==> config.mk <==
export PLATFORM = sky130hd
export DESIGN_NAME = kmp_stream_matcher
export DESIGN_NICKNAME = d
export VERILOG_FILES = /design/src/hw/rtl/kmp_pkg.sv /design/src/hw/rtl/kmp_ram.sv /design/src/hw/rtl/kmp_core.sv /design/src/hw/rtl/kmp_stream_matcher.sv
export SDC_FILE = /design/constraint.sdc
export NUM_CORES = 2
export LEC_CHECK = 0
export BUFFER_PORTS_ARGS = -buffer_cell sky130_fd_sc_hd__clkbuf_2
export CORE_ASPECT_RATIO = 0.75
export CORE_MARGIN = 2
export CORE_UTILIZATION = 56
export DETAILED_ROUTE_END_ITERATION = 10
export HOLD_SLACK_MARGIN = 0.15
export PLACE_DENSITY_LB_ADDON = 0.12
export SLEW_MARGIN = 20
export SYNTH_ARGS = -nofsm -noshare
export SYNTH_HDL_FRONTEND = slang
export SYNTH_SLANG_ARGS = --single-unit
export TNS_END_PERCENT = 5
==> constraint.sdc <==
create_clock -name clk_i -period 6.58 [get_ports clk_i]
set_clock_uncertainty 0.1 [all_clocks]
set_input_delay 0.329 -clock clk_i [delete_from_list [all_inputs] [get_ports clk_i]]
set_output_delay 0.329 -clock clk_i [all_outputs]
set_load 0.01 [all_outputs]
==> src/hw/rtl/kmp_pkg.sv <==
// kmp_pkg: operation and status codes, result record and helpers for the kmp matcher
// depends on nothing; used by kmp_core, kmp_stream_matcher and kmp_checker

package kmp_pkg;

  // field widths fixed by the interface
  localparam int unsigned OP_W    = 2;
  localparam int unsigned BYTE_W  = 8;
  localparam int unsigned IDX_W   = 6;
  localparam int unsigned PLEN_W  = 7;
  localparam int unsigned TOTAL_W = 32;

  // pattern_length value after reset
  localparam logic [PLEN_W-1:0] PLEN_RESET = 7'd1;

  // operation codes, code 3 is unused
  localparam logic [OP_W-1:0] OP_LOAD    = 2'd0;
  localparam logic [OP_W-1:0] OP_TEXT    = 2'd1;
  localparam logic [OP_W-1:0] OP_RESTART = 2'd2;

  typedef enum logic [1:0] {
    ST_OK         = 2'd0,
    ST_ORDER      = 2'd1,
    ST_INCOMPLETE = 2'd2
  } status_e;

  typedef enum logic [2:0] {
    S_IDLE,
    S_LCMP,
    S_TCMP,
    S_TWRAP,
    S_FIN
  } state_e;

  // one result transaction as handed from the core to the output register
  typedef struct packed {
    logic                 match_found;
    logic [TOTAL_W-1:0]   match_total;
    logic [TOTAL_W-1:0]   comparison_total;
    status_e              status;
  } res_t;

  // saturating increment of a total
  function automatic logic [TOTAL_W-1:0] sat_inc(input logic [TOTAL_W-1:0] x);
    return (x == '1) ? x : x + 32'd1;
  endfunction

endpackage

==> src/hw/rtl/kmp_ram.sv <==
// kmp_ram: simple dual-port synchronous memory, one write and one registered read port
// no dependencies; holds the pattern bytes or the prefix-failure table

module kmp_ram #(
  parameter int unsigned DEPTH = 64,
  parameter int unsigned WIDTH = 8
) (
  input  logic                     clk_i,
  input  logic                     we_i,
  input  logic [$clog2(DEPTH)-1:0] waddr_i,
  input  logic [WIDTH-1:0]         wdata_i,
  input  logic [$clog2(DEPTH)-1:0] raddr_i,
  output logic [WIDTH-1:0]         rdata_o
);

  logic [WIDTH-1:0] mem [DEPTH];
  logic [WIDTH-1:0] rdata_q;

  // write port
  always_ff @(posedge clk_i) begin
    if (we_i) begin
      mem[waddr_i] <= wdata_i;
    end
  end

  // read port, registered
  always_ff @(posedge clk_i) begin
    rdata_q <= mem[raddr_i];
  end

  assign rdata_o = rdata_q;

endmodule

==> src/hw/rtl/kmp_core.sv <==
// kmp_core: sequencer for pattern load, prefix build and text scan over the two memories
// depends on kmp_pkg; drives the ports of the pattern and prefix kmp_ram instances

module kmp_core #(
  parameter int unsigned MAX_PATTERN = 64,
  parameter int unsigned AW          = $clog2(MAX_PATTERN),
  parameter int unsigned PW          = $clog2(MAX_PATTERN + 1)
) (
  input  logic                       clk_i,
  input  logic                       rst_ni,
  // input transaction
  input  logic                       in_valid_i,
  output logic                       in_ready_o,
  input  logic [kmp_pkg::OP_W-1:0]   operation_i,
  input  logic [kmp_pkg::BYTE_W-1:0] data_byte_i,
  input  logic [kmp_pkg::IDX_W-1:0]  pattern_index_i,
  // configuration
  input  logic                       cfg_we_i,
  input  logic [PW-1:0]              len_i,
  // result towards the output register
  output logic                       res_valid_o,
  input  logic                       res_ready_i,
  output kmp_pkg::res_t              res_o,
  // pattern memory
  output logic                       pat_we_o,
  output logic [AW-1:0]              pat_waddr_o,
  output logic [kmp_pkg::BYTE_W-1:0] pat_wdata_o,
  output logic [AW-1:0]              pat_raddr_o,
  input  logic [kmp_pkg::BYTE_W-1:0] pat_rdata_i,
  // prefix memory
  output logic                       pre_we_o,
  output logic [AW-1:0]              pre_waddr_o,
  output logic [PW-1:0]              pre_wdata_o,
  output logic [AW-1:0]              pre_raddr_o,
  input  logic [PW-1:0]              pre_rdata_i
);

  kmp_pkg::state_e state_q, state_d;

  logic [kmp_pkg::BYTE_W-1:0]  byte_q, byte_d;
  logic [kmp_pkg::IDX_W-1:0]   idx_q, idx_d;
  logic [PW-1:0]               ptr_q, ptr_d;
  logic [PW-1:0]               loaded_q, loaded_d;
  logic [PW-1:0]               bpl_q, bpl_d;
  logic [PW-1:0]               mpos_q, mpos_d;
  logic [kmp_pkg::TOTAL_W-1:0] mcnt_q, mcnt_d;
  logic [kmp_pkg::TOTAL_W-1:0] ccnt_q, ccnt_d;
  logic                        found_q, found_d;
  kmp_pkg::status_e            status_q, status_d;

  logic          acc;
  logic          op_load, op_text, op_restart;
  logic          idx_zero, order_bad, incomplete;
  logic          pat_eq, full_hit;
  logic [PW-1:0] j0, ptr_inc, rd_ptr;

  // decode of the accepted transaction
  assign in_ready_o = (state_q == kmp_pkg::S_IDLE);
  assign acc        = in_valid_i && in_ready_o;
  assign op_load    = (operation_i == kmp_pkg::OP_LOAD);
  assign op_text    = (operation_i == kmp_pkg::OP_TEXT);
  assign op_restart = (operation_i == kmp_pkg::OP_RESTART);
  assign idx_zero   = (pattern_index_i == '0);
  assign order_bad  = (32'(pattern_index_i) != 32'(loaded_q)) || (loaded_q >= len_i);
  assign incomplete = (loaded_q < len_i);
  assign j0         = (mpos_q >= len_i) ? '0 : mpos_q;

  // byte test against the pattern entry read last cycle
  assign pat_eq   = (pat_rdata_i == byte_q);
  assign ptr_inc  = ptr_q + 1'b1;
  assign full_hit = (state_q == kmp_pkg::S_TCMP) && pat_eq && (ptr_inc == len_i);

  // read addresses: start point on accept, table fallback while comparing
  assign rd_ptr      = (state_q == kmp_pkg::S_IDLE) ? (op_load ? bpl_q : j0) : pre_rdata_i;
  assign pat_raddr_o = AW'(rd_ptr);
  assign pre_raddr_o = full_hit ? AW'(len_i - 1'b1) : AW'(rd_ptr - 1'b1);

  // pattern byte is written on the accept edge of a legal load
  assign pat_we_o    = acc && op_load && (idx_zero || !order_bad);
  assign pat_waddr_o = AW'(pattern_index_i);
  assign pat_wdata_o = data_byte_i;

  assign res_valid_o = (state_q == kmp_pkg::S_FIN);
  assign res_o       = '{match_found: found_q, match_total: mcnt_q,
                         comparison_total: ccnt_q, status: status_q};

  // next state
  always_comb begin
    state_d = state_q;
    unique case (state_q)
      kmp_pkg::S_IDLE: begin
        if (acc) begin
          if (op_load && !idx_zero && !order_bad) begin
            state_d = kmp_pkg::S_LCMP;
          end else if (op_text && !incomplete) begin
            state_d = kmp_pkg::S_TCMP;
          end else begin
            state_d = kmp_pkg::S_FIN;
          end
        end
      end
      kmp_pkg::S_LCMP: begin
        if (pat_eq || (ptr_q == '0)) begin
          state_d = kmp_pkg::S_FIN;
        end
      end
      kmp_pkg::S_TCMP: begin
        if (full_hit) begin
          state_d = kmp_pkg::S_TWRAP;
        end else if (pat_eq || (ptr_q == '0)) begin
          state_d = kmp_pkg::S_FIN;
        end
      end
      kmp_pkg::S_TWRAP: begin
        state_d = kmp_pkg::S_FIN;
      end
      kmp_pkg::S_FIN: begin
        if (res_ready_i) begin
          state_d = kmp_pkg::S_IDLE;
        end
      end
      default: begin
        state_d = kmp_pkg::S_IDLE;
      end
    endcase
  end

  // datapath and prefix memory writes
  always_comb begin
    byte_d      = byte_q;
    idx_d       = idx_q;
    ptr_d       = ptr_q;
    loaded_d    = loaded_q;
    bpl_d       = bpl_q;
    mpos_d      = mpos_q;
    mcnt_d      = mcnt_q;
    ccnt_d      = ccnt_q;
    found_d     = found_q;
    status_d    = status_q;
    pre_we_o    = 1'b0;
    pre_waddr_o = AW'(idx_q);
    pre_wdata_o = '0;
    unique case (state_q)
      kmp_pkg::S_IDLE: begin
        if (acc) begin
          byte_d   = data_byte_i;
          idx_d    = pattern_index_i;
          found_d  = 1'b0;
          status_d = kmp_pkg::ST_OK;
          if (op_load) begin
            if (idx_zero) begin
              // new pattern starts
              pre_we_o    = 1'b1;
              pre_waddr_o = '0;
              pre_wdata_o = '0;
              bpl_d       = '0;
              loaded_d    = PW'(1);
              mpos_d      = '0;
            end else if (order_bad) begin
              status_d = kmp_pkg::ST_ORDER;
            end else begin
              ptr_d = bpl_q;
            end
          end else if (op_text) begin
            if (incomplete) begin
              status_d = kmp_pkg::ST_INCOMPLETE;
            end else begin
              ptr_d = j0;
            end
          end else if (op_restart) begin
            mpos_d = '0;
            mcnt_d = '0;
            ccnt_d = '0;
          end
        end
      end
      kmp_pkg::S_LCMP: begin
        // prefix build: fall back until the byte matches or the length is zero
        if (pat_eq || (ptr_q == '0)) begin
          pre_we_o    = 1'b1;
          pre_wdata_o = pat_eq ? ptr_inc : '0;
          bpl_d       = pat_eq ? ptr_inc : '0;
          loaded_d    = PW'(32'(idx_q) + 32'd1);
        end else begin
          ptr_d = pre_rdata_i;
        end
      end
      kmp_pkg::S_TCMP: begin
        ccnt_d = kmp_pkg::sat_inc(ccnt_q);
        if (full_hit) begin
          found_d = 1'b1;
          mcnt_d  = kmp_pkg::sat_inc(mcnt_q);
        end else if (pat_eq) begin
          mpos_d = ptr_inc;
        end else if (ptr_q == '0) begin
          mpos_d = '0;
        end else begin
          ptr_d = pre_rdata_i;
        end
      end
      kmp_pkg::S_TWRAP: begin
        // after a full match continue from the last table entry
        mpos_d = pre_rdata_i;
      end
      kmp_pkg::S_FIN: begin
      end
      default: begin
      end
    endcase
    // a length write restarts the match position
    if (cfg_we_i) begin
      mpos_d = '0;
    end
  end

  // control state
  always_ff @(posedge clk_i or negedge rst_ni) begin
    if (!rst_ni) begin
      state_q  <= kmp_pkg::S_IDLE;
      loaded_q <= '0;
      bpl_q    <= '0;
      mpos_q   <= '0;
      mcnt_q   <= '0;
      ccnt_q   <= '0;
      found_q  <= 1'b0;
      status_q <= kmp_pkg::ST_OK;
    end else begin
      state_q  <= state_d;
      loaded_q <= loaded_d;
      bpl_q    <= bpl_d;
      mpos_q   <= mpos_d;
      mcnt_q   <= mcnt_d;
      ccnt_q   <= ccnt_d;
      found_q  <= found_d;
      status_q <= status_d;
    end
  end

  // working registers of the current transaction
  always_ff @(posedge clk_i) begin
    byte_q <= byte_d;
    idx_q  <= idx_d;
    ptr_q  <= ptr_d;
  end

endmodule

==> src/hw/rtl/kmp_stream_matcher.sv <==
// kmp_stream_matcher: top level, length register, memories, sequencer and output register
// depends on kmp_pkg, kmp_ram and kmp_core
//
//   channel   direction  handshake                signals
//   in        input      in_valid_i / in_ready_o  operation_i data_byte_i pattern_index_i
//   out       output     out_valid_o / out_ready_i match_found_o match_total_o
//                                                 comparison_total_o status_o
//   cfg       input      cfg_we_i (no wait)       cfg_wdata_i (pattern_length)
//
// one transaction at a time; restart, index 0 load, bad load, early text: accept, then result
// in-order load: accept, prefix-build byte tests (one table hop per cycle), result
// text byte: accept, byte tests, S_TWRAP when it completes an occurrence, result;
// the single read port of each memory sets one test per cycle
// reset clears control state only; memory entries are written before they are read
// a stalled output register holds the next result in the sequencer, input waits meanwhile

module kmp_stream_matcher #(
  parameter int unsigned MAX_PATTERN = 64
) (
  input  logic                        clk_i,
  input  logic                        rst_ni,
  input  logic                        in_valid_i,
  output logic                        in_ready_o,
  input  logic [kmp_pkg::OP_W-1:0]    operation_i,
  input  logic [kmp_pkg::BYTE_W-1:0]  data_byte_i,
  input  logic [kmp_pkg::IDX_W-1:0]   pattern_index_i,
  output logic                        out_valid_o,
  input  logic                        out_ready_i,
  output logic                        match_found_o,
  output logic [kmp_pkg::TOTAL_W-1:0] match_total_o,
  output logic [kmp_pkg::TOTAL_W-1:0] comparison_total_o,
  output logic [1:0]                  status_o,
  input  logic                        cfg_we_i,
  input  logic [kmp_pkg::PLEN_W-1:0]  cfg_wdata_i
);

  localparam int unsigned AW = $clog2(MAX_PATTERN);
  localparam int unsigned PW = $clog2(MAX_PATTERN + 1);

  logic [kmp_pkg::PLEN_W-1:0] plen_q;
  logic [PW-1:0]              len;

  logic                       res_valid, res_ready;
  kmp_pkg::res_t              res;
  logic                       out_valid_q, out_valid_d;
  kmp_pkg::res_t              out_q;

  logic                       pat_we;
  logic [AW-1:0]              pat_waddr, pat_raddr;
  logic [kmp_pkg::BYTE_W-1:0] pat_wdata, pat_rdata;
  logic                       pre_we;
  logic [AW-1:0]              pre_waddr, pre_raddr;
  logic [PW-1:0]              pre_wdata, pre_rdata;

  // pattern length register
  always_ff @(posedge clk_i or negedge rst_ni) begin
    if (!rst_ni) begin
      plen_q <= kmp_pkg::PLEN_RESET;
    end else if (cfg_we_i) begin
      plen_q <= cfg_wdata_i;
    end
  end

  // effective length: zero acts as one, clamp to the memory depth
  always_comb begin
    if (plen_q == '0) begin
      len = PW'(1);
    end else if (32'(plen_q) > MAX_PATTERN) begin
      len = PW'(MAX_PATTERN);
    end else begin
      len = PW'(plen_q);
    end
  end

  kmp_ram #(
    .DEPTH (MAX_PATTERN),
    .WIDTH (kmp_pkg::BYTE_W)
  ) u_pat_ram (
    .clk_i   (clk_i),
    .we_i    (pat_we),
    .waddr_i (pat_waddr),
    .wdata_i (pat_wdata),
    .raddr_i (pat_raddr),
    .rdata_o (pat_rdata)
  );

  kmp_ram #(
    .DEPTH (MAX_PATTERN),
    .WIDTH (PW)
  ) u_pre_ram (
    .clk_i   (clk_i),
    .we_i    (pre_we),
    .waddr_i (pre_waddr),
    .wdata_i (pre_wdata),
    .raddr_i (pre_raddr),
    .rdata_o (pre_rdata)
  );

  kmp_core #(
    .MAX_PATTERN (MAX_PATTERN),
    .AW          (AW),
    .PW          (PW)
  ) u_core (
    .clk_i           (clk_i),
    .rst_ni          (rst_ni),
    .in_valid_i      (in_valid_i),
    .in_ready_o      (in_ready_o),
    .operation_i     (operation_i),
    .data_byte_i     (data_byte_i),
    .pattern_index_i (pattern_index_i),
    .cfg_we_i        (cfg_we_i),
    .len_i           (len),
    .res_valid_o     (res_valid),
    .res_ready_i     (res_ready),
    .res_o           (res),
    .pat_we_o        (pat_we),
    .pat_waddr_o     (pat_waddr),
    .pat_wdata_o     (pat_wdata),
    .pat_raddr_o     (pat_raddr),
    .pat_rdata_i     (pat_rdata),
    .pre_we_o        (pre_we),
    .pre_waddr_o     (pre_waddr),
    .pre_wdata_o     (pre_wdata),
    .pre_raddr_o     (pre_raddr),
    .pre_rdata_i     (pre_rdata)
  );

  // output register, loads when empty or when being drained
  assign res_ready   = !out_valid_q || out_ready_i;
  assign out_valid_d = (res_valid && res_ready) || (out_valid_q && !out_ready_i);

  always_ff @(posedge clk_i or negedge rst_ni) begin
    if (!rst_ni) begin
      out_valid_q <= 1'b0;
    end else begin
      out_valid_q <= out_valid_d;
    end
  end

  always_ff @(posedge clk_i) begin
    if (res_valid && res_ready) begin
      out_q <= res;
    end
  end

  assign out_valid_o        = out_valid_q;
  assign match_found_o      = out_q.match_found;
  assign match_total_o      = out_q.match_total;
  assign comparison_total_o = out_q.comparison_total;
  assign status_o           = out_q.status;

endmodule

==> results by group <==
Outcome
  • Status: finished, final reports clean

Timing
  • Worst slew margin: 0.301
  • Fmax: ~0.18 GHz
  • Final hold violations: 0
  • RSZ-0062 raised after global routing: no
  • Slew @ Worst Pin: 1.04 ns
  • Setup-failing EPs final: 0
  • Setup TNS: 0 ns
  • Slew Viols, Final: 0
  • Final period utilization: 0.851
  • Min Tclk post-route: roughly 5.6 ns

Global route
  • Initial antenna violation count: 2
  • Grt ovf: 0
  • Number of global-route vias before repair: 25800
  • Largest net degree at the start of global routing: 138
  • Gr usage total: 0.250
  • Wire length of the first global-routing pass: 163000 um

Placed design
  • Input/output buffers: between 90 and 100
  • Cell area after placement: 0.0492 mm^2
  • Dpl hpwl: 66200 um
  • GPL Wtd Cong: around 0.88

Yosys
  • Synth Area in Compound Gates: 0.0457
  • EDFF count, synth: 1048
  • Synth Area in Simple Gates: 0.0801
  • Ys flop type: edfxtp_1
  • Cell Area, Synth: about 0.047 mm^2
  • Sequential area share after synthesis: 0.724
  • Adder-cell area share of the yosys netlist: 0.00529
  • Largest family of logic cells by synthesized area: multiplexers
  • Mux share of post-synthesis cell area: 0.115
  • Distinct cells, synth: 67
  • Synth Instances: between 2000 and 3000
  • Async S/R FF share, synth: 0.0852
  • Synthesis-stage register bit count: between 1000 and 1500
  • Synth Net Count: 3029
  • Synth Area in XOR/XNOR: 0.0145
  • Post-Syn Area per Cell: roughly 16 um^2
  • Synth warn: 0

Die
  • Die Wd: 340 um
  • Die height: 256 um
  • Core footprint: 0.0839 mm^2
  • Ports: 97
  • Initial Util: 0.564
  • Cell Rows: 92
  • Die ar.: between 0.08 and 0.09 mm^2

Pwr
  • Net Switching: around 7 mW
  • Leakage: 19.0 nW
  • Sequential Power Share: 0.393
  • Clock power share: 0.303
  • Worst VDD drop: 0.575 mV
  • Gate power share: 0.304
  • Pwr/cell area: slightly above 400 mW/mm^2
  • Sw frac: 0.325
  • Internal Pwr Total: 14.5 mW

Finish
  • # fillers: 5927
  • Total Nets Final: 3161
  • Share of layout cells above drive strength 1: 0.163
  • Design Area, Final: 0.0532 mm^2
  • Area growth from synthesis to layout: 12.5%

Setup path
  • Critical path peak fanout: 85
  • Critical Path Sink Type: flip-flop
  • Critical path class: flip-flop to flip-flop
  • Worst EP arrival: between 6 and 7 ns
  • Crit path cell chain: or4_1 > nor2_1 > o21a_1 > ha_1 > nand2b_1 > a211oi_1 > o211a_1 > a22oi_1 > a21o_2 > o21a_4 > ha_4 > buf_12 > mux2_2 > o21ai_0 > a21oi_1 > nand2_1 > o211ai_1
  • Slowest cell on crit path: or4_1
  • Required time of the critical path: 7.04 ns
  • Critical path launch point type: flip-flop
  • Critical Path Max Stage Delay: approximately 0.53 ns

Clock network
  • CTS Root Cell: clkbuf_16
  • CTS tree: yes
  • Num CTS Buffers: 108
  • Bufs on Longest Clock Path: 3
  • CTS H-tree lvls: 3
  • Worst skew pair latency: between 0.6 and 0.7 ns
  • CTS clk-pin slew, worst paths: about 0.060 ns
  • CTS Sinks: 1162

Routing
  • Via Count: between 20000 and 30000
  • Vias per cell: 6.12
  • Drc violations: 0
  • Post-route ant nets: 0
  • Number of iterations in the first detailed-routing pass: 6
  • WL per Instance: 25.1 um
  • Initial DRC count: 3344
  • Total wire length: ~110000 um

Hold path
  • Min-delay worst type: input pin to flip-flop

Run
  • MaxCap Viol Count: 0
==> metal layers <==
layer | global-route usage | share of wire | up-vias | wire [um]
met1 | 0.394 | 0.45 | 13500 | 49100
li1 | - | - | 11700 | -
met5 | 0 | 0.000064 | - | 7
met2 | 0.350 | 0.43 | 1183 | 46700
met4 | 0.0608 | 0.021 | 2 | 2240
met3 | 0.0649 | 0.099 | 156 | 10800
==> path summary, 6_finish.rpt <==
path                                       startpoint  slack, ns                             end  cells after the start
setup / recovery                plen_q[1]$_DFFE_PN0P_       0.98    u_pre_ram.rdata_o[5]$_DFF_P_                     17
hold / removal                         data_byte_i[0]       0.24  u_pat_ram.mem[60][0]$_DFFE_PP_                      2
setup reg to reg                plen_q[1]$_DFFE_PN0P_       0.98    u_pre_ram.rdata_o[5]$_DFF_P_                     17
hold reg to reg            u_core.found_q$_DFFE_PN0P_       0.35         match_found_o$_DFFE_PP_                      0
max in group asynchronous                      rst_ni       4.94           plen_q[4]$_DFFE_PN0P_                      4
min in group asynchronous                      rst_ni       0.62  u_core.loaded_q[4]$_DFFE_PN0P_                      4
==> placed cells by master (no fill, tap or decap), types with 34 or more instances in the layout <==
cell and n:
clkbuf_16 109, mux2_2 75, mux2i_1 221, o21ai_0 59
a22oi_1 46, nor2_1 290, buf_4 42, xor2_1 43
nand2_1 238, edfxtp_1 1048, a211o_1 34, nand3_1 151
dfrtp_1 98, a211oi_1 36, clkbuf_2 95, mux4_2 105
==> metrics by stage <==
| step | total power, mW | instances | utilization | setup slack [ns] | hold slack (ns) |
|---|---|---|---|---|---|
| floorplan | 13.0 | 2981 | - | 0.408 | -0.0666 |
| global placement | 14.9 | 4098 | 0.586 | 1.07 | 0.224 |
| detailed placement | 15.0 | 4100 | 0.586 | 1.09 | 0.235 |
| CTS | 21.5 | 4333 | 0.634 | 1.05 | 0.243 |
| global route | 22.3 | 4334 | 0.634 | 0.712 | 0.265 |
| finish | 21.5 | 4334 | 0.634 | 0.981 | 0.242 |
==> cell usage after synthesis (32+ instances only) <==
library cell     n  share of area
a211o_1         34         0.0063
a211oi_1        36         0.0057
a22oi_1         46         0.0073
a311o_1         32         0.0068
buf_1           32         0.0025
clkbuf_1        96         0.0076
dfrtp_1         98          0.052
edfxtp_1      1048           0.67
mux2_2          75          0.018
mux2i_1        221          0.047
mux4_2         105          0.050
nand2_1        238          0.019
nand3_1        151          0.016
nor2_1         299          0.024
o21ai_0         59         0.0062
xnor2_1         32         0.0059
xor2_1          44         0.0081
==> area by class of cell <==
cell class,count,area (um^2),share of cell area
clock inverters,73,897,0.0169
well taps,1128,1410,0.0265
clock buffers,129,2820,0.0530
multi-input cells,1637,12400,0.234
inverters,27,101,0.00190
diodes,1,2.50,0.0000470
repair buffers,177,1300,0.0244
flip-flops and latches,1162,34200,0.643
==> power by group through the flow <==
stage | combinational (mW) | clock (mW) | sequential [mW]
6_report | 6.52 | 6.51 | 8.44
5_1_grt | 6.98 | 6.88 | 8.46
4_1_cts | 6.48 | 6.59 | 8.44
3_5_place_dp | 6.44 | 0 | 8.59
3_3_place_gp | 6.32 | 0 | 8.58
2_1_floorplan | 4.45 | 0 | 8.58
==> kinds of logic after synthesis <==
| kind of cell | count (synthesis) |
|---|---|
| flip-flops | 1162 |
| AND/OR/NAND/NOR | 839 |
| multiplexers | 401 |
| AO/OA/AOI/OAI | 300 |
| buffers and inverters | 182 |
| XOR/XNOR | 77 |
| adder cells (fa/ha/maj) | 20 |
==> state kept, by name (all words and copies together) (netlist names), 2 cells and up <==
name	flops
u_pat_ram.mem	512
u_pre_ram.mem	448
comparison_total_o	32
match_total_o	32
u_core.ccnt_q	32
u_core.mcnt_q	32
u_core.byte_q	8
u_pat_ram.rdata_o	8
plen_q	7
u_core.bpl_q	7
u_core.loaded_q	7
u_core.mpos_q	7
u_core.ptr_q	7
u_pre_ram.rdata_o	7
u_core.idx_q	6
u_core.state_q	3
status_o	2
u_core.status_q	2
==> what timing repair did <==
item | 4_1_cts | 5_1_grt
endpoints found under the hold margin | 62 | 0
gates resized for setup | 0 | 0
hold buffers | 31 | 0
setup buffers | 0 | 0
setup endpoints to repair | 0 | 0
==> worst max-delay path, delay by kind of cell (launching register included) <==
kind,cells,cell delay (ns)
adder cells (fa/ha/maj),2,0.70
flip-flops,1,0.41
buffers and inverters,1,0.42
AND/OR/NAND/NOR,4,0.95
multiplexers,1,0.41
AO/OA/AOI/OAI,9,2.39
(Power assumes the default switching activity.)
